$ cat config.mk
export PLATFORM = sky130hd
export DESIGN_NAME = ble_adv_data_parser
export DESIGN_NICKNAME = d
export VERILOG_FILES = /design/src/hdl/bleadp_pkg.sv /design/src/hdl/bleadp_walker.sv /design/src/hdl/bleadp_rfifo.sv /design/src/hdl/ble_adv_data_parser.sv
export SDC_FILE = /design/constraint.sdc
export NUM_CORES = 1
export LEC_CHECK = 0
export BUFFER_PORTS_ARGS = -buffer_cell sky130_fd_sc_hd__buf_2
export CAP_MARGIN = 20
export CORE_MARGIN = 2
export CORE_UTILIZATION = 62
export CTS_CLUSTER_DIAMETER = 120
export DETAILED_ROUTE_END_ITERATION = 8
export GPL_ROUTABILITY_DRIVEN = 0
export PLACE_DENSITY_LB_ADDON = 0.15
export SLEW_MARGIN = 20
export SYNTH_ARGS = -nofsm -noshare
export SYNTH_HDL_FRONTEND = slang
export SYNTH_SLANG_ARGS = --single-unit
export TNS_END_PERCENT = 30
$ cat constraint.sdc
create_clock -name i_clk -period 9.1 [get_ports i_clk]
set_input_delay 0.91 -clock i_clk [delete_from_list [all_inputs] [get_ports i_clk]]
set_output_delay 0.91 -clock i_clk [all_outputs]
set_load 0.01 [all_outputs]
$ cat src/hdl/bleadp_pkg.sv
// ----------------------------------------------------------------------------
// bleadp_pkg
// Shared types and constants for the advertising data parser.
// ----------------------------------------------------------------------------
package bleadp_pkg;

    // AD structure types of interest
    localparam logic [7:0] AD_TYPE_FLAGS      = 8'h01;
    localparam logic [7:0] AD_TYPE_UUID16_INC = 8'h02;
    localparam logic [7:0] AD_TYPE_UUID16_ALL = 8'h03;
    localparam logic [7:0] AD_TYPE_MAKER      = 8'hFF;

    // result kinds
    localparam logic KIND_UUID    = 1'b0;
    localparam logic KIND_SUMMARY = 1'b1;

    // width of the packed result tdata (34 bits of fields, padded to bytes)
    localparam int RES_TDATA_W = 40;

    typedef struct packed {
        logic        kind;
        logic [15:0] uuid_value;
        logic        connectable;
        logic        company_valid;
        logic [15:0] company_id;
        logic        end_of_payload;
    } t_result;

    // results produced by one byte: 0, 1 or 2, slot 0 first
    typedef struct packed {
        logic [1:0] cnt;
        t_result    r0;
        t_result    r1;
    } t_push;

endpackage

$ cat src/hdl/bleadp_walker.sv
// ----------------------------------------------------------------------------
// bleadp_walker
// Length-type-value walk state; consumes one payload byte per i_go and
// reports the UUID and summary results it causes.
// ----------------------------------------------------------------------------
module bleadp_walker #(
    parameter int PAYLOAD_MAX = 255
) (
    input  logic                i_clk,
    input  logic                i_rst_n,
    input  logic                i_go,
    input  logic [7:0]          i_data,
    input  logic [7:0]          i_plen,
    input  logic                i_first,
    output bleadp_pkg::t_push   o_push
);

    localparam logic [7:0] PLEN_MAX = 8'(PAYLOAD_MAX);

    logic [7:0]  r_byte_index,  n_byte_index;
    logic [7:0]  r_total_len,   n_total_len;
    logic [7:0]  r_struct_start, n_struct_start;
    logic [7:0]  r_struct_len,  n_struct_len;
    logic [7:0]  r_struct_type, n_struct_type;
    logic [7:0]  r_low_hold,    n_low_hold;
    logic        r_stopped,     n_stopped;
    logic        r_flags_seen,  n_flags_seen;
    logic        r_conn,        n_conn;
    logic        r_maker_seen,  n_maker_seen;
    logic        r_id_valid,    n_id_valid;
    logic [15:0] r_maker_id,    n_maker_id;

    always_comb begin
        logic [7:0] p;
        logic [7:0] rel;
        logic [7:0] typ;
        logic [7:0] pairs;
        logic [8:0] two_pairs;
        logic       uuid_hit;
        logic       sum_hit;
        bleadp_pkg::t_result uuid_res;
        bleadp_pkg::t_result sum_res;

        n_byte_index   = r_byte_index;
        n_total_len    = r_total_len;
        n_struct_start = r_struct_start;
        n_struct_len   = r_struct_len;
        n_struct_type  = r_struct_type;
        n_low_hold     = r_low_hold;
        n_stopped      = r_stopped;
        n_flags_seen   = r_flags_seen;
        n_conn         = r_conn;
        n_maker_seen   = r_maker_seen;
        n_id_valid     = r_id_valid;
        n_maker_id     = r_maker_id;
        uuid_hit       = 1'b0;
        sum_hit        = 1'b0;
        uuid_res       = '0;
        sum_res        = '0;
        p              = '0;
        rel            = '0;
        typ            = '0;
        pairs          = '0;
        two_pairs      = '0;

        if (i_first) begin
            n_byte_index   = '0;
            n_struct_start = '0;
            n_struct_len   = '0;
            n_struct_type  = '0;
            n_low_hold     = '0;
            n_stopped      = 1'b0;
            n_flags_seen   = 1'b0;
            n_conn         = 1'b0;
            n_maker_seen   = 1'b0;
            n_id_valid     = 1'b0;
            n_maker_id     = '0;
            n_total_len    = (i_plen > PLEN_MAX) ? PLEN_MAX : i_plen;
        end

        if (i_first && n_total_len == 8'd0) begin
            // empty payload: summary with everything zero
            sum_hit = 1'b1;
        end else if (n_byte_index < n_total_len) begin
            p   = n_byte_index;
            rel = p - n_struct_start;
            if (!n_stopped) begin
                if (rel == 8'd0) begin
                    if (i_data == 8'd0 || ({1'b0, p} + {1'b0, i_data}) >= {1'b0, n_total_len})
                        n_stopped = 1'b1;
                    else
                        n_struct_len = i_data;
                end else begin
                    typ = (rel == 8'd1) ? i_data : n_struct_type;
                    if (rel == 8'd1) begin
                        n_struct_type = i_data;
                        // short structures still count as the first of their type
                        if (typ == bleadp_pkg::AD_TYPE_FLAGS && !n_flags_seen
                            && n_struct_len < 8'd2)
                            n_flags_seen = 1'b1;
                        if (typ == bleadp_pkg::AD_TYPE_MAKER && !n_maker_seen
                            && n_struct_len < 8'd3)
                            n_maker_seen = 1'b1;
                    end else begin
                        if (typ == bleadp_pkg::AD_TYPE_FLAGS && !n_flags_seen
                            && rel == 8'd2) begin
                            n_conn       = i_data[1];
                            n_flags_seen = 1'b1;
                        end
                        if (typ == bleadp_pkg::AD_TYPE_MAKER && !n_maker_seen) begin
                            if (rel == 8'd2) begin
                                n_low_hold = i_data;
                            end else if (rel == 8'd3) begin
                                n_maker_id   = {i_data, n_low_hold};
                                n_id_valid   = 1'b1;
                                n_maker_seen = 1'b1;
                            end
                        end
                        if (typ == bleadp_pkg::AD_TYPE_UUID16_INC
                            || typ == bleadp_pkg::AD_TYPE_UUID16_ALL) begin
                            pairs     = (n_struct_len - 8'd1) >> 1;
                            two_pairs = {pairs, 1'b0};
                            if (!rel[0] && {1'b0, rel} <= two_pairs) begin
                                n_low_hold = i_data;
                            end else if (rel[0] && {1'b0, rel} <= two_pairs + 9'd1) begin
                                uuid_hit = 1'b1;
                                uuid_res.kind       = bleadp_pkg::KIND_UUID;
                                uuid_res.uuid_value = {i_data, n_low_hold};
                            end
                        end
                    end
                    if (rel == n_struct_len)
                        n_struct_start = p + 8'd1;
                end
            end
            n_byte_index = p + 8'd1;
            if (n_byte_index == n_total_len)
                sum_hit = 1'b1;
        end

        sum_res.kind           = bleadp_pkg::KIND_SUMMARY;
        sum_res.end_of_payload = 1'b1;
        sum_res.connectable    = n_conn;
        sum_res.company_valid  = n_id_valid;
        sum_res.company_id     = n_id_valid ? n_maker_id : 16'd0;

        o_push.cnt = {1'b0, uuid_hit} + {1'b0, sum_hit};
        o_push.r0  = uuid_hit ? uuid_res : sum_res;
        o_push.r1  = sum_res;
    end

    always_ff @(posedge i_clk) begin
        if (!i_rst_n) begin
            r_byte_index   <= '0;
            r_total_len    <= '0;
            r_struct_start <= '0;
            r_struct_len   <= '0;
            r_struct_type  <= '0;
            r_low_hold     <= '0;
            r_stopped      <= 1'b0;
            r_flags_seen   <= 1'b0;
            r_conn         <= 1'b0;
            r_maker_seen   <= 1'b0;
            r_id_valid     <= 1'b0;
            r_maker_id     <= '0;
        end else if (i_go) begin
            r_byte_index   <= n_byte_index;
            r_total_len    <= n_total_len;
            r_struct_start <= n_struct_start;
            r_struct_len   <= n_struct_len;
            r_struct_type  <= n_struct_type;
            r_low_hold     <= n_low_hold;
            r_stopped      <= n_stopped;
            r_flags_seen   <= n_flags_seen;
            r_conn         <= n_conn;
            r_maker_seen   <= n_maker_seen;
            r_id_valid     <= n_id_valid;
            r_maker_id     <= n_maker_id;
        end
    end

endmodule

$ cat src/hdl/bleadp_rfifo.sv
// ----------------------------------------------------------------------------
// bleadp_rfifo
// Result queue: takes up to two results per cycle, hands out one per
// transaction on the output stream.
// ----------------------------------------------------------------------------
module bleadp_rfifo (
    input  logic                i_clk,
    input  logic                i_rst_n,
    input  bleadp_pkg::t_push   i_push,
    input  logic                i_pop,
    output logic                o_room2,
    output logic                o_valid,
    output bleadp_pkg::t_result o_head
);

    localparam int DEPTH = 4;
    localparam int PW    = $clog2(DEPTH);

    bleadp_pkg::t_result r_mem [DEPTH];
    logic [PW-1:0] r_wr_ptr, n_wr_ptr;
    logic [PW-1:0] r_rd_ptr, n_rd_ptr;
    logic [PW:0]   r_count,  n_count;
    logic          pop_ok;
    logic [PW:0]   free_slots;

    assign pop_ok     = i_pop && (r_count != '0);
    assign free_slots = (PW+1)'(DEPTH) - r_count + {{PW{1'b0}}, pop_ok};
    assign o_room2    = free_slots >= (PW+1)'(2);
    assign o_valid    = r_count != '0;
    assign o_head     = r_mem[r_rd_ptr];

    always_comb begin
        n_wr_ptr = r_wr_ptr + PW'(i_push.cnt);
        n_rd_ptr = r_rd_ptr + {{(PW-1){1'b0}}, pop_ok};
        n_count  = r_count + (PW+1)'(i_push.cnt) - {{PW{1'b0}}, pop_ok};
    end

    always_ff @(posedge i_clk) begin
        if (i_push.cnt != 2'd0)
            r_mem[r_wr_ptr] <= i_push.r0;
        if (i_push.cnt == 2'd2)
            r_mem[r_wr_ptr + PW'(1)] <= i_push.r1;
    end

    always_ff @(posedge i_clk) begin
        if (!i_rst_n) begin
            r_wr_ptr <= '0;
            r_rd_ptr <= '0;
            r_count  <= '0;
        end else begin
            r_wr_ptr <= n_wr_ptr;
            r_rd_ptr <= n_rd_ptr;
            r_count  <= n_count;
        end
    end

endmodule

$ cat src/hdl/ble_adv_data_parser.sv
// ----------------------------------------------------------------------------
// ble_adv_data_parser
// Walks BLE advertising data one byte per transaction; emits 16-bit service
// UUIDs and an end-of-payload summary (connectable flag, company ID).
// ----------------------------------------------------------------------------
// Usage:
//   s_axis carries one payload byte per transaction with the payload length
//   and a first-byte flag in tuser. m_axis returns results: tuser is the kind
//   (0 UUID, 1 summary), tlast marks the summary, the last result of a
//   payload. A byte yields zero, one or two results.
//   A result is offered on m_axis once its byte has left the input register
//   and the walk logic has written the result into the result queue; it
//   is held at the queue head until m_axis takes it.
//   Throughput: one byte per cycle while m_axis keeps up; the output side
//   moves one result per cycle, so the two results of one byte leave one
//   after the other. The four-entry result queue sets when s_axis_tready drops:
//   the walk step needs room for two results.
//   Reset (synchronous, active low) clears the walk state and the queue;
//   bytes without the first flag are dropped until a payload starts.
//   When m_axis stalls, the queue fills and then s_axis_tready goes low; no
//   result is lost or repeated.
// ----------------------------------------------------------------------------
module ble_adv_data_parser #(
    parameter int PAYLOAD_MAX = 255
) (
    input  logic        i_clk,
    input  logic        i_rst_n,
    input  logic        s_axis_tvalid,
    output logic        s_axis_tready,
    input  logic [15:0] s_axis_tdata,   // [7:0] data_byte, [15:8] payload_length
    input  logic        s_axis_tuser,   // [0] first
    output logic        m_axis_tvalid,
    input  logic        m_axis_tready,
    // [15:0] uuid_value, [16] connectable, [17] company_valid,
    // [33:18] company_id, [39:34] zero
    output logic [bleadp_pkg::RES_TDATA_W-1:0] m_axis_tdata,
    output logic        m_axis_tuser,   // [0] kind
    output logic        m_axis_tlast    // end_of_payload
);

    logic        r_in_valid;
    logic [7:0]  r_in_data;
    logic [7:0]  r_in_plen;
    logic        r_in_first;
    logic        go;
    logic        room2;
    bleadp_pkg::t_push   push;
    bleadp_pkg::t_result head;

    assign go            = r_in_valid && room2;
    assign s_axis_tready = !r_in_valid || go;

    always_ff @(posedge i_clk) begin
        if (!i_rst_n) begin
            r_in_valid <= 1'b0;
        end else if (s_axis_tready) begin
            r_in_valid <= s_axis_tvalid;
        end
    end

    always_ff @(posedge i_clk) begin
        if (s_axis_tready && s_axis_tvalid) begin
            r_in_data  <= s_axis_tdata[7:0];
            r_in_plen  <= s_axis_tdata[15:8];
            r_in_first <= s_axis_tuser;
        end
    end

    bleadp_walker #(
        .PAYLOAD_MAX (PAYLOAD_MAX)
    ) u_walker (
        .i_clk   (i_clk),
        .i_rst_n (i_rst_n),
        .i_go    (go),
        .i_data  (r_in_data),
        .i_plen  (r_in_plen),
        .i_first (r_in_first),
        .o_push  (push)
    );

    bleadp_rfifo u_rfifo (
        .i_clk   (i_clk),
        .i_rst_n (i_rst_n),
        .i_push  (go ? push : '0),
        .i_pop   (m_axis_tready),
        .o_room2 (room2),
        .o_valid (m_axis_tvalid),
        .o_head  (head)
    );

    assign m_axis_tdata = {6'd0, head.company_id, head.company_valid,
                           head.connectable, head.uuid_value};
    assign m_axis_tuser = head.kind;
    assign m_axis_tlast = head.end_of_payload;

endmodule

==> parameters.txt, run 1 <==
Parameter                              Value

Worst setup path
  Category of cells accounting for the largest share of critical-path delay ... compound AO/OA/AOI/OAI gates
  R2R Path End ... u_rfifo.r_mem[1][5]
  Cell Chain, Critical Path ... clkinv_1, buf_4, nand2_1, ha_1, fa_1, nor2b_1, o31ai_1, or4_1, nand3_1, ha_1, a21o_1, a21oi_1, o21ai_0, a2111oi_4, ha_1, nand2b_1, a21oi_1, nand2b_1, a21oi_1, o211ai_1, nor3_1
  Bufs and invs on worst path ... 2
  Data required time of the critical path ... 9.46 ns
  R2R depth ... 21
  Worst reg2reg setup slack ... around 1.9 ns
  Cell with the largest stage delay on the worst path ... sky130_fd_sc_hd__a2111oi_4
  CP Data Arrival Time ... 7.58 ns
  Crit path capture type ... flip-flop
  Critical path class ... reg -> reg
  Max Fanout on Critical Path ... 28
  CP Launch Type ... flip-flop
  Worst r2r src ... r_in_first
  Levels on crit path ... 21
  Worst stage delay on the critical path ... 0.68 ns

STA
  Worst clock skew on the final layout ... approximately 0.013 ns
  Fin crit share ... 79.3%
  Crit path time final ... a little over 7 ns
  Final setup violation count ... 0
  Post-Route Setup TNS ... 0 ns
  Unrepaired setup endpoints after global routing ... no
  Slew at the pin with the worst max-slew slack ... ~1.1 ns
  Fin worst setup slack ... about 1.9 ns
  Number of hold-slack violations in the final timing report ... 0
  Worst slew slack as a fraction of its limit ... about 28%
  Count of pins over their slew limit ... 0
  Peak clock frequency supported by timing ... roughly 140 MHz

Floorplanning
  IO Pins ... 65
  Die outline height ... 145 um
  DIE AREA ... 21,100 sq um
  Horizontal die dimension ... between 100 and 150 um
  Std-Cell Core Area ... 19,500 sq um
  Initial Utilization ... 63.2%
  Row count ... 51

GRT
  GRT Resource Usage Total ... 28.1%
  Vias in the first global route ... 9,159
  Wire length of the first global-routing pass ... 48.0 mm
  Number of antenna violations at the first check in global routing ... 0
  Remaining global-route overflow ... 0
  Maximum number of pins on one net before global-route repair ... 51

Detailed routing
  Detailed Route WL ... 29.9 mm
  First DRT Iteration DRCs ... 744
  Antenna violation net count after detailed routing ... 0
  Number of iterations in the first detailed-routing pass ... 5
  Uppermost layer routed ... met4
  Met2 Routed Length ... 14.4 mm
  Met3 WL ... between 1.5 and 2 mm
  Total number of vias ... between 9,000 and 10,000
  Routed length per instance ... 19.9 um
  Routed length on met1 ... 12.7 mm
  Via density per instance ... 6.23
  Detailed-route DRC error count ... 0

Synth
  Distinct cell type count after synthesis ... 91
  Mapped cell area ... 12,300 sq um
  Post-synth EDFFs ... a little over 90
  Dominant cell type by area after synthesis ... sky130_fd_sc_hd__dfxtp_1
  Post-synth ARST share ... 0%
  Share of Yosys cell area claimed by the top area cell type ... 22.9%
  Post-synthesis sequential area ratio ... 45.5%
  Leading cell types by total area after synthesis ... sky130_fd_sc_hd__dfxtp_1 (23%), sky130_fd_sc_hd__edfxtp_1 (23%), sky130_fd_sc_hd__mux4_2 (6.4%)
  Post-Synthesis Cells ... 1,198
  Synthesis Warnings ... 0
  Register bit count reported by yosys ... 234
  Main synth FF type ... sky130_fd_sc_hd__dfxtp_1
  Avg Synthesized Cell Area ... 10.3 sq um

Power
  Fraction of power consumed by combinational cells ... 28.0%
  Largest vdd supply drop ... about 0.00018 V
  Leak Pwr ... 5.10 nW
  Switching Share ... 32.4%
  Relative contribution of sequential cells to total power ... around two fifths
  Sw Pwr ... between 0.0009 and 0.001 W
  Cell-internal power ... around 0.0020 W
  Proportion of power drawn by the clock network ... 32.4%
  Cell area power density ... 222 nW/um^2

Cells and area
  Fillcell total ... 1,515
  Syn-to-layout area delta ... 9.65%
  Multi-input gate area in the final layout ... 6270 sq um
  Most common cell after layout, fill and taps aside ... sky130_fd_sc_hd__dfxtp_1
  Share of final-layout standard cells stronger than drive strength 1 ... 14.2%
  Most frequent cells in the layout ... sky130_fd_sc_hd__dfxtp_1 (140), sky130_fd_sc_hd__nand2_1 (129), sky130_fd_sc_hd__nor2_1 (94)
  Antenna Cells ... 0
  Net count of the finished layout ... 1,293
  Total area of sequential cells ... 5620 sq um

Clock network
  # hold bufs at CTS ... 0
  Worst skew pair latency ... 0.53 ns
  Gates resized, CTS repair ... 0
  TritonCTS Buffers ... 25
  Clock-pin transition on the worst setup and hold timing paths ... 0.07 ns
  Number of buffers on the longest clock path ... 3
  Post-CTS setup buffer count ... 0
  CTS tree ... done
  Max H-tree Level ... 1
  Root Driver ... sky130_fd_sc_hd__clkbuf_16
  CTS sink cnt ... about 230

Min path
  Hold path startpoint ... u_walker.r_struct_start[6]
  Min-Delay Path Depth ... 2
  Worst-case hold path end point ... u_walker.r_struct_start[6]
  Worst min-delay path category ... reg -> reg

Place
  Buffers added on ports ... between 50 and 60
  Pre-CTS WS ... 2.01 ns
  Detailed placer's ending HPWL ... 20.6 mm

Status
  Run status ... completed

Run
  Max-cap violations ... 0
[state kept, by name (all words and copies together) (netlist names), 3 cells and up]
register                 cells
u_walker.r_total_len         8
r_in_data                    8
u_rfifo.r_count              3
u_walker.r_maker_id         16
u_walker.r_struct_start      8
u_rfifo.r_mem              140
u_walker.r_low_hold          8
u_walker.r_struct_len        8
r_in_plen                    8
u_walker.r_byte_index        8
u_walker.r_struct_type       8
[how the worst max path moves through the flow]
stage / startpoint / to / slack (ns)
finish: r_in_first / u_rfifo.r_mem[1][5] / 1.88
global route: r_in_first / u_rfifo.r_mem[3][6] / 1.26
CTS: r_in_first / u_rfifo.r_mem[3][6] / 1.97
detailed placement: r_in_first / u_rfifo.r_mem[1][4] / 2.01
global placement: r_in_first / u_rfifo.r_mem[3][5] / 2.22
floorplan: r_in_first / u_rfifo.r_mem[2][0] / 2.17
[kinds of logic (layout without fill, tap and decap cells)]
family          Yosys count  after routing  share of synthesized area, %
flops                   234            234                          45.5
compound gates          257            257                          15.1
xor+xnor                 42             42                          3.04
other cells               1              6                        0.0304
simple gates            426            426                          17.8
mux                      72             72                          9.41
buf+inv                 116            156                          3.97
fa+ha+maj                50             50                          5.19
[metal layers]
layer	vias to the layer above	track usage, %
met5	-	0
met4	0	10.9
met3	80	3.21
met2	331	47.4
met1	4548	37.3
li1	4436	-
[area by class of cell]
cell class / count / share of cell area (%)
timing repair buffer: 73 / 2.98
tap: 265 / 2.45
inverter: 38 / 1.05
sequential: 234 / 41.5
multi-input combinational: 853 / 46.3
clock buffer: 36 / 5.07
clock inverter: 9 / 0.675
[stage by stage]
stage | util, % | hold slack, ns | power, W | instances | cell area, sq um
final | 69.3 | 0.445 | 0.00300 | 1508 | 13500
after global routing | 69.3 | 0.455 | 0.00313 | 1508 | 13500
after CTS | 69.3 | 0.447 | 0.00301 | 1508 | 13500
after detailed placement | 65.4 | 0.435 | 0.00204 | 1463 | 12800
after global placement | 65.4 | 0.428 | 0.00203 | 1463 | 12800
after floorplan | - | 0.415 | 0.00182 | 1203 | 12400
[power groups by stage]
stage / logic (W) / registers, W / clock network, W
after floorplan: 0.000650 / 0.00117 / 0
after global placement: 0.000818 / 0.00121 / 0
after detailed placement: 0.000829 / 0.00121 / 0
after CTS: 0.000837 / 0.00119 / 0.000981
after global routing: 0.000911 / 0.00119 / 0.00102
final: 0.000839 / 0.00119 / 0.000971
[cells in the mapped netlist, drive strengths merged (13+ instances only)]
master / count
nor2b: 57
mux4: 35
o21ai: 80
a22o: 47
ha: 44
dfxtp: 141
xor2: 15
inv: 36
nand2: 129
nand3: 25
nand4: 13
and2: 20
edfxtp: 93
a21oi: 26
mux2i: 34
nor3: 26
clkbuf: 53
a22oi: 14
xnor2: 27
buf: 25
nor2: 95
[worst reg2reg max path: cells and delay by family (launching register included)]
kind | cells | cell delay [ns]
adders and majority gates | 4 | 1.37
buffers and inverters | 2 | 0.45
and+or+nand+nor | 7 | 2.10
AOI/OAI and AO/OA | 8 | 2.47
DFF | 1 | 0.66
(Power assumes the default switching activity.)
==> run 2, diff against run 1 <==
==> constraint.sdc (replaced) <==
create_clock -name i_clk -period 6.8 [get_ports i_clk]
set_input_delay 0.68 -clock i_clk [delete_from_list [all_inputs] [get_ports i_clk]]
set_output_delay 0.68 -clock i_clk [all_outputs]
set_load 0.01 [all_outputs]
==> run 2 against run 1 <==
Critical path depth stayed put; setup slack worse by 1.5 ns; via count is 0.18% higher; first-iteration DRC count is 1.2% higher; cell area is 1.1% higher; final cell count is 0.73% higher; combinational power is 35% higher; maximum frequency is 13% higher; clock skew is 0.0013 ns lower; clock-buffer cell count stayed put; largest cell class unchanged.
==> parameters.txt, run 2 (same netlist as run 1, synthesis figures left out) <==
Parameter                              Value

Floorplanning
  DIE AREA ... 21,100 sq um (unchanged)
  Initial Utilization ... 63.2% (unchanged)
  Std-Cell Core Area ... 19,500 sq um (unchanged)
  Horizontal die dimension ... 145 um (unchanged)
  Die outline height ... 145 um (unchanged)
  IO Pins ... 65 (unchanged)
  Row count ... 51 (unchanged)

Cells and area
  Net count of the finished layout ... 1,303 (+0.77%)
  Registers with the most flip-flops ... u_rfifo.r_mem (140), u_walker.r_maker_id (16)
  Most common cell after layout, fill and taps aside ... sky130_fd_sc_hd__dfxtp_1
  Antenna Cells ... 0 (unchanged)
  Finished Cell Area ... 13,700 sq um (+1.1%)
  Share of final-layout standard cells stronger than drive strength 1 ... 15.3% (+1.1 points)
  Fillcell total ... 1,454 (-4.0%)
  Number of flip-flops in the largest register ... 140 (unchanged)
  Final Core Density ... 70.1% (+0.79 points)
  Register name with the most flops ... u_rfifo.r_mem
  Most frequent cells in the layout ... sky130_fd_sc_hd__dfxtp_1 (140), sky130_fd_sc_hd__nand2_1 (129), sky130_fd_sc_hd__nor2_1 (94)
  Syn-to-layout area delta ... 10.9%

Detailed routing
  Antenna violation net count after detailed routing ... 0 (unchanged)
  First DRT Iteration DRCs ... 753 (+1.2%)
  Total number of vias ... 9,412 (+0.18%)
  Routed length per instance ... 19.9 um (+0.32%)
  Via density per instance ... 6.20 (-0.54%)
  Number of iterations in the first detailed-routing pass ... 5 (unchanged)
  Detailed-route DRC error count ... 0 (unchanged)
  Detailed Route WL ... 30.3 mm (+1.1%)

Worst setup path
  Data required time of the critical path ... 7.16 ns (-2.30 ns)
  Worst reg2reg setup slack ... 0.40 ns (-1.48 ns)
  Crit path capture type ... flip-flop
  R2R depth ... 21 (unchanged)
  CP Launch Type ... flip-flop
  Max Fanout on Critical Path ... 13 (-54%)
  Critical path class ... reg -> reg
  CP Data Arrival Time ... 6.76 ns (-0.82 ns)

Power
  Cell area power density ... 300 nW/um^2 (+35%)
  Relative contribution of sequential cells to total power ... 38.6% (-1.1 points)
  Proportion of power drawn by the clock network ... 33.8% (+1.4 points)
  Cell-internal power ... 0.00278 W (+37%)
  Switching Share ... 32.1% (-0.31 points)
  Sw Pwr ... 0.00132 W (+35%)
  Total design power ... 0.00410 W (+37%)
  Fraction of power consumed by combinational cells ... 27.6% (-0.4 points)
  Leak Pwr ... 5.17 nW (+1.5%)
  Largest vdd supply drop ... 0.000370 V (+110%)

STA
  Fin crit share ... 94.1% (+15 points)
  Worst slew slack as a fraction of its limit ... 28.0% (-0.21 points)
  Worst hold margin ... 0.322 ns (-0.123 ns)
  Final setup violation count ... 0 (unchanged)
  Worst clock skew on the final layout ... 0.0116 ns (-0.00134 ns)
  Unrepaired setup endpoints after global routing ... yes
  Number of hold-slack violations in the final timing report ... 0 (unchanged)
  Slew at the pin with the worst max-slew slack ... 1.08 ns (+0.00318 ns)
  Peak clock frequency supported by timing ... 156 MHz (+13%)
  Count of pins over their slew limit ... 0 (unchanged)
  Crit path time final ... 6.40 ns (-0.822 ns)
  Fin worst setup slack ... 0.404 ns (-1.48 ns)

Run
  Max-cap violations ... 0 (unchanged)

GRT
  Maximum number of pins on one net before global-route repair ... 51 (unchanged)
  Wire length of the first global-routing pass ... 49.6 mm (+3.4%)
  GRT Resource Usage Total ... 28.9% (+0.84 points)
  Vias in the first global route ... 9,386 (+2.5%)
  Number of antenna violations at the first check in global routing ... 0 (unchanged)
  Remaining global-route overflow ... 0 (unchanged)

Clock network
  Root Driver ... sky130_fd_sc_hd__clkbuf_16
  Number of buffers on the longest clock path ... 3 (unchanged)
  Worst skew pair latency ... 0.53 ns (about the same)
  Gates resized, CTS repair ... 0 (unchanged)
  CTS tree ... done
  CTS sink cnt ... 234 (unchanged)
  TritonCTS Buffers ... 25 (unchanged)
  Max H-tree Level ... 1 (unchanged)
  Clock-pin transition on the worst setup and hold timing paths ... 0.06 ns (about the same)

Place
  Cell area after placement ... 12,800 sq um (+0.56%)
  Pre-CTS WS ... 0.407 ns (-1.60 ns)
  Detailed placer's ending HPWL ... 20.7 mm (+0.70%)
  Buffers added on ports ... 58 (unchanged)

Min path
  Min-Delay Path Depth ... 1 (-1)
  Worst min-delay path category ... in -> reg

Status
  Run status ... completed
run 2: cell count changes in the layout (fill, tap and decap cells not counted):
cell and delta:
sky130_fd_sc_hd__clkinv_2 -2, sky130_fd_sc_hd__buf_4 +10, sky130_fd_sc_hd__clkbuf_16 +2, sky130_fd_sc_hd__clkinv_4 +2, sky130_fd_sc_hd__clkbuf_1 -4, sky130_fd_sc_hd__inv_1 -1, sky130_fd_sc_hd__clkbuf_8 +2, sky130_fd_sc_hd__inv_6 +1
sky130_fd_sc_hd__clkinv_1 +1
run 2: critical path: stages, from the launching register on:
cell and delay, ns:
sky130_fd_sc_hd__edfxtp_1 0.44, sky130_fd_sc_hd__clkinv_1 0.09, sky130_fd_sc_hd__buf_4 0.18, sky130_fd_sc_hd__nand2_1 0.12, sky130_fd_sc_hd__ha_1 0.23, sky130_fd_sc_hd__fa_1 0.46
sky130_fd_sc_hd__nor2b_1 0.20, sky130_fd_sc_hd__o31ai_1 0.12, sky130_fd_sc_hd__or4_1 0.65, sky130_fd_sc_hd__nand3_1 0.18, sky130_fd_sc_hd__ha_1 0.27, sky130_fd_sc_hd__a21o_1 0.16
sky130_fd_sc_hd__a21oi_1 0.16, sky130_fd_sc_hd__o21ai_0 0.23, sky130_fd_sc_hd__a2111oi_4 0.63, sky130_fd_sc_hd__ha_1 0.39, sky130_fd_sc_hd__nand2b_1 0.20, sky130_fd_sc_hd__a21oi_1 0.20
sky130_fd_sc_hd__nand2_1 0.10, sky130_fd_sc_hd__a21oi_1 0.40, sky130_fd_sc_hd__o211ai_1 0.51, sky130_fd_sc_hd__nor3_1 0.30
run 2: routing by layer:
metal  share of wire (%)  vias up  GRT usage [%]
li1                    -     4450              -
met1                  42     4538           38.4
met2                  48      342           49.1
met3                 5.5       82           3.52
met4                 3.7        0           10.5
met5                   0        -              0
run 2: power by group through the flow:
| stage | Sequential (W) | Combinational, W | Clock (W) |
|---|---|---|---|
| finish | 0.00158 | 0.00113 | 0.00139 |
| global route | 0.00159 | 0.00124 | 0.00146 |
| CTS | 0.00158 | 0.00113 | 0.00140 |
| detailed placement | 0.00161 | 0.00112 | 0 |
| global placement | 0.00161 | 0.00111 | 0 |
| floorplan | 0.00157 | 0.000870 | 0 |
run 2: metrics by stage:
stage	setup TNS (ns)	instances
floorplan	0	1203
global placement	0	1472
detailed placement	0	1472
CTS	0	1518
global route	-0.00306	1519
finish	0	1519
run 2: final timing paths:
check	startpoint	end
worst min-delay path	s_axis_tdata[9]	r_in_plen[1]
worst max-delay path	r_in_first	u_rfifo.r_mem[3][5]
worst max register to register	r_in_first	u_rfifo.r_mem[3][5]
worst min register to register	u_walker.r_struct_start[1]	u_walker.r_struct_start[1]
run 2: repair_timing:
action                     in CTS  in global routing
hold buffers                    0                  0
setup endpoints to repair       0                  8
setup buffers                   0                  1
run 2: final cells by class:
type	count	area [sq um]	share of cell area (%)
Clock inverter	10	104	0.758
Tap cell	265	332	2.42
Multi-Input combinational cell	853	6270	45.8
Timing Repair Buffer	83	478	3.49
Sequential cell	234	5620	41.0
Clock buffer	36	749	5.47
Inverter	38	146	1.07
==> run 3, diff against run 2 <==
--- a/config.mk
+++ b/config.mk
@@ -12,7 +12,7 @@
 export CTS_CLUSTER_DIAMETER = 120
 export DETAILED_ROUTE_END_ITERATION = 8
 export GPL_ROUTABILITY_DRIVEN = 0
-export PLACE_DENSITY_LB_ADDON = 0.15
+export PLACE_DENSITY_LB_ADDON = 0.1
 export SLEW_MARGIN = 20
 export SYNTH_ARGS = -nofsm -noshare
 export SYNTH_HDL_FRONTEND = slang
==> run 3 against run 2 <==
Sequential power about the same; sequential share of layout area about the same; maximum frequency up 1.2%; register-to-register slack better by 0.08 ns; clock power about the same; total power up 0.45%; core utilization up 0.083 points; final cell count about the same; clock skew up 0.0023 ns; combinational power about the same; worst hold slack better by 0.0029 ns; non-clock buffer count unchanged; largest cell class unchanged.
==> parameters.txt, run 3 (same netlist as run 1, synthesis figures left out) <==
Parameter                              Value

Power
  Leak Pwr ... 5.17 nW (about the same)
  Largest vdd supply drop ... 0.000267 V (-28%)
  Total design power ... 0.00412 W (+0.45%)
  Cell area power density ... 301 nW/um^2 (+0.33%)

Clock network
  Number of buffers on the longest clock path ... 3 (unchanged)
  Max H-tree Level ... 1 (unchanged)
  Clock-pin transition on the worst setup and hold timing paths ... 0.06 ns (about the same)
  CTS tree ... done
  # hold bufs at CTS ... 0 (unchanged)
  TritonCTS Buffers ... 25 (unchanged)
  Root Driver ... sky130_fd_sc_hd__clkbuf_16
  CTS sink cnt ... 234 (unchanged)
  Worst skew pair latency ... 0.53 ns (about the same)

GRT
  GRT Resource Usage Total ... 28.9% (about the same)
  Vias in the first global route ... 9,273 (-1.2%)
  Wire length of the first global-routing pass ... 49.3 mm (-0.61%)
  Remaining global-route overflow ... 0 (unchanged)
  Maximum number of pins on one net before global-route repair ... 51 (unchanged)
  Number of antenna violations at the first check in global routing ... 0 (unchanged)

STA
  Worst clock skew on the final layout ... 0.0138 ns (+0.00226 ns)
  Worst hold margin ... 0.325 ns (+0.00286 ns)
  Unrepaired setup endpoints after global routing ... yes
  Slew at the pin with the worst max-slew slack ... 1.07 ns (-0.00528 ns)
  Final setup violation count ... 0 (unchanged)
  Crit path time final ... 6.32 ns (-0.0766 ns)
  Peak clock frequency supported by timing ... 158 MHz (+1.2%)
  Count of pins over their slew limit ... 0 (unchanged)
  Worst slew slack as a fraction of its limit ... 28.3% (+0.35 points)
  Fin crit share ... 92.9% (-1.1 points)
  Post-Route Setup TNS ... 0 ns (unchanged)
  Number of hold-slack violations in the final timing report ... 0 (unchanged)

Worst setup path
  Crit path capture type ... flip-flop
  Cell with the largest stage delay on the worst path ... sky130_fd_sc_hd__or4_1
  Max Fanout on Critical Path ... 13 (unchanged)
  CP Data Arrival Time ... 6.67 ns (-0.09 ns)
  Data required time of the critical path ... 7.15 ns (about the same)
  Worst stage delay on the critical path ... 0.65 ns (about the same)
  CP dominant cell by count ... sky130_fd_sc_hd__ha_1
  CP Launch Type ... flip-flop
  Cell Chain, Critical Path ... clkinv_1, nand2_1, ha_1, fa_1, nor2b_1, o31ai_1, or4_1, nand3_1, ha_1, a21o_1, a21oi_1, o21ai_0, a2111oi_4, ha_1, nand2b_1, nor3b_1, nand2_1, o31ai_1, o211ai_1, nor3_1
  Critical path class ... reg -> reg

Detailed routing
  Antenna violation net count after detailed routing ... 0 (unchanged)
  Detailed-route DRC error count ... 0 (unchanged)
  First DRT Iteration DRCs ... 641 (-15%)
  Number of iterations in the first detailed-routing pass ... 5 (unchanged)
  Detailed Route WL ... 30.5 mm (+0.89%)
  Via density per instance ... 6.21 (+0.26%)
  Total number of vias ... 9,430 (+0.19%)
  Routed length per instance ... 20.1 um (+0.96%)

Cells and area
  Most common cell after layout, fill and taps aside ... sky130_fd_sc_hd__dfxtp_1
  Share of final-layout standard cells stronger than drive strength 1 ... 15.3% (about the same)
  Multi-input gate area in the final layout ... 6270 sq um (unchanged)
  Final Core Density ... 70.2% (+0.083 points)
  Most frequent cells in the layout ... sky130_fd_sc_hd__dfxtp_1 (140), sky130_fd_sc_hd__nand2_1 (129), sky130_fd_sc_hd__nor2_1 (94)
  Non-filler instance count after layout ... 1,518 (-0.066%)
  Register name with the most flops ... u_rfifo.r_mem
  Net count of the finished layout ... 1,303 (unchanged)
  Antenna Cells ... 0 (unchanged)
  Total area of sequential cells ... 5620 sq um (unchanged)
  Syn-to-layout area delta ... 11.0%
  Fillcell total ... 1,469 (+1.0%)
  Number of flip-flops in the largest register ... 140 (unchanged)
  Registers with the most flip-flops ... u_rfifo.r_mem (140), u_walker.r_maker_id (16)

Floorplanning
  DIE AREA ... 21,100 sq um (unchanged)
  Horizontal die dimension ... 145 um (unchanged)
  Die outline height ... 145 um (unchanged)
  Initial Utilization ... 63.2% (unchanged)
  Row count ... 51 (unchanged)
  Std-Cell Core Area ... 19,500 sq um (unchanged)
  IO Pins ... 65 (unchanged)

Place
  Buffers added on ports ... 58 (unchanged)
  Cell count after placement ... 1,469 (-0.20%)
  Detailed placer's ending HPWL ... 20.9 mm (+0.68%)

Min path
  Worst min-delay path category ... in -> reg

Status
  Run status ... completed

Run
  Max-cap violations ... 0 (unchanged)
## run 3: per-layer routing
metal  wire, um  vias up  GRT usage [%]
li1           -     4450              -
met1      12800     4547           38.0
met2      14500      338           48.0
met3       1800       95           4.03
met4       1390        0           12.4
met5          0        -              0
## run 3: worst paths after layout
path	startpoint	to	slack, ns	cells past startpoint
max	r_in_first	u_rfifo.r_mem[2][4]	0.48	20
min	s_axis_tdata[15]	r_in_plen[7]	0.32	1
max reg2reg	r_in_first	u_rfifo.r_mem[2][4]	0.48	20
min reg2reg	u_rfifo.r_mem[3][26]	u_rfifo.r_mem[3][26]	0.45	2
## run 3: report_power, final
group	internal, W	switching [W]
Sequential	0.00151	0.0000678
Combinational	0.000459	0.000681
Clock	0.000828	0.000576
Total	0.00280	0.00132
## run 3: timing repair
item	CTS	global route
endpoints found under the setup margin	0	20
gates resized for setup	0	1
setup buffers	0	4
## run 3: cell type report
type,count,share of cell area (%)
Clock inverter,12,1.01
Tap cell,265,2.42
Multi-Input combinational cell,853,45.7
Timing Repair Buffer,83,3.58
Inverter,38,1.07
Clock buffer,33,5.24
Sequential cell,234,41.0
## run 3: stage by stage
stage | worst slack, ns | instance area [sq um]
finish | 0.481 | 13700
global route | 0.00985 | 13700
CTS | 0.234 | 13700
detailed placement | 0.257 | 12800
global placement | 0.574 | 12800
floorplan | 0.0752 | 12400
## run 3: critical path, delay by kind of cell (launching register included)
| kind | cells | cell delay, ns |
|---|---|---|
| simple gates | 8 | 2.08 |
| compound gates | 7 | 1.95 |
| fa+ha+maj | 4 | 1.36 |
| flops | 1 | 0.46 |
| buf+inv | 1 | 0.29 |
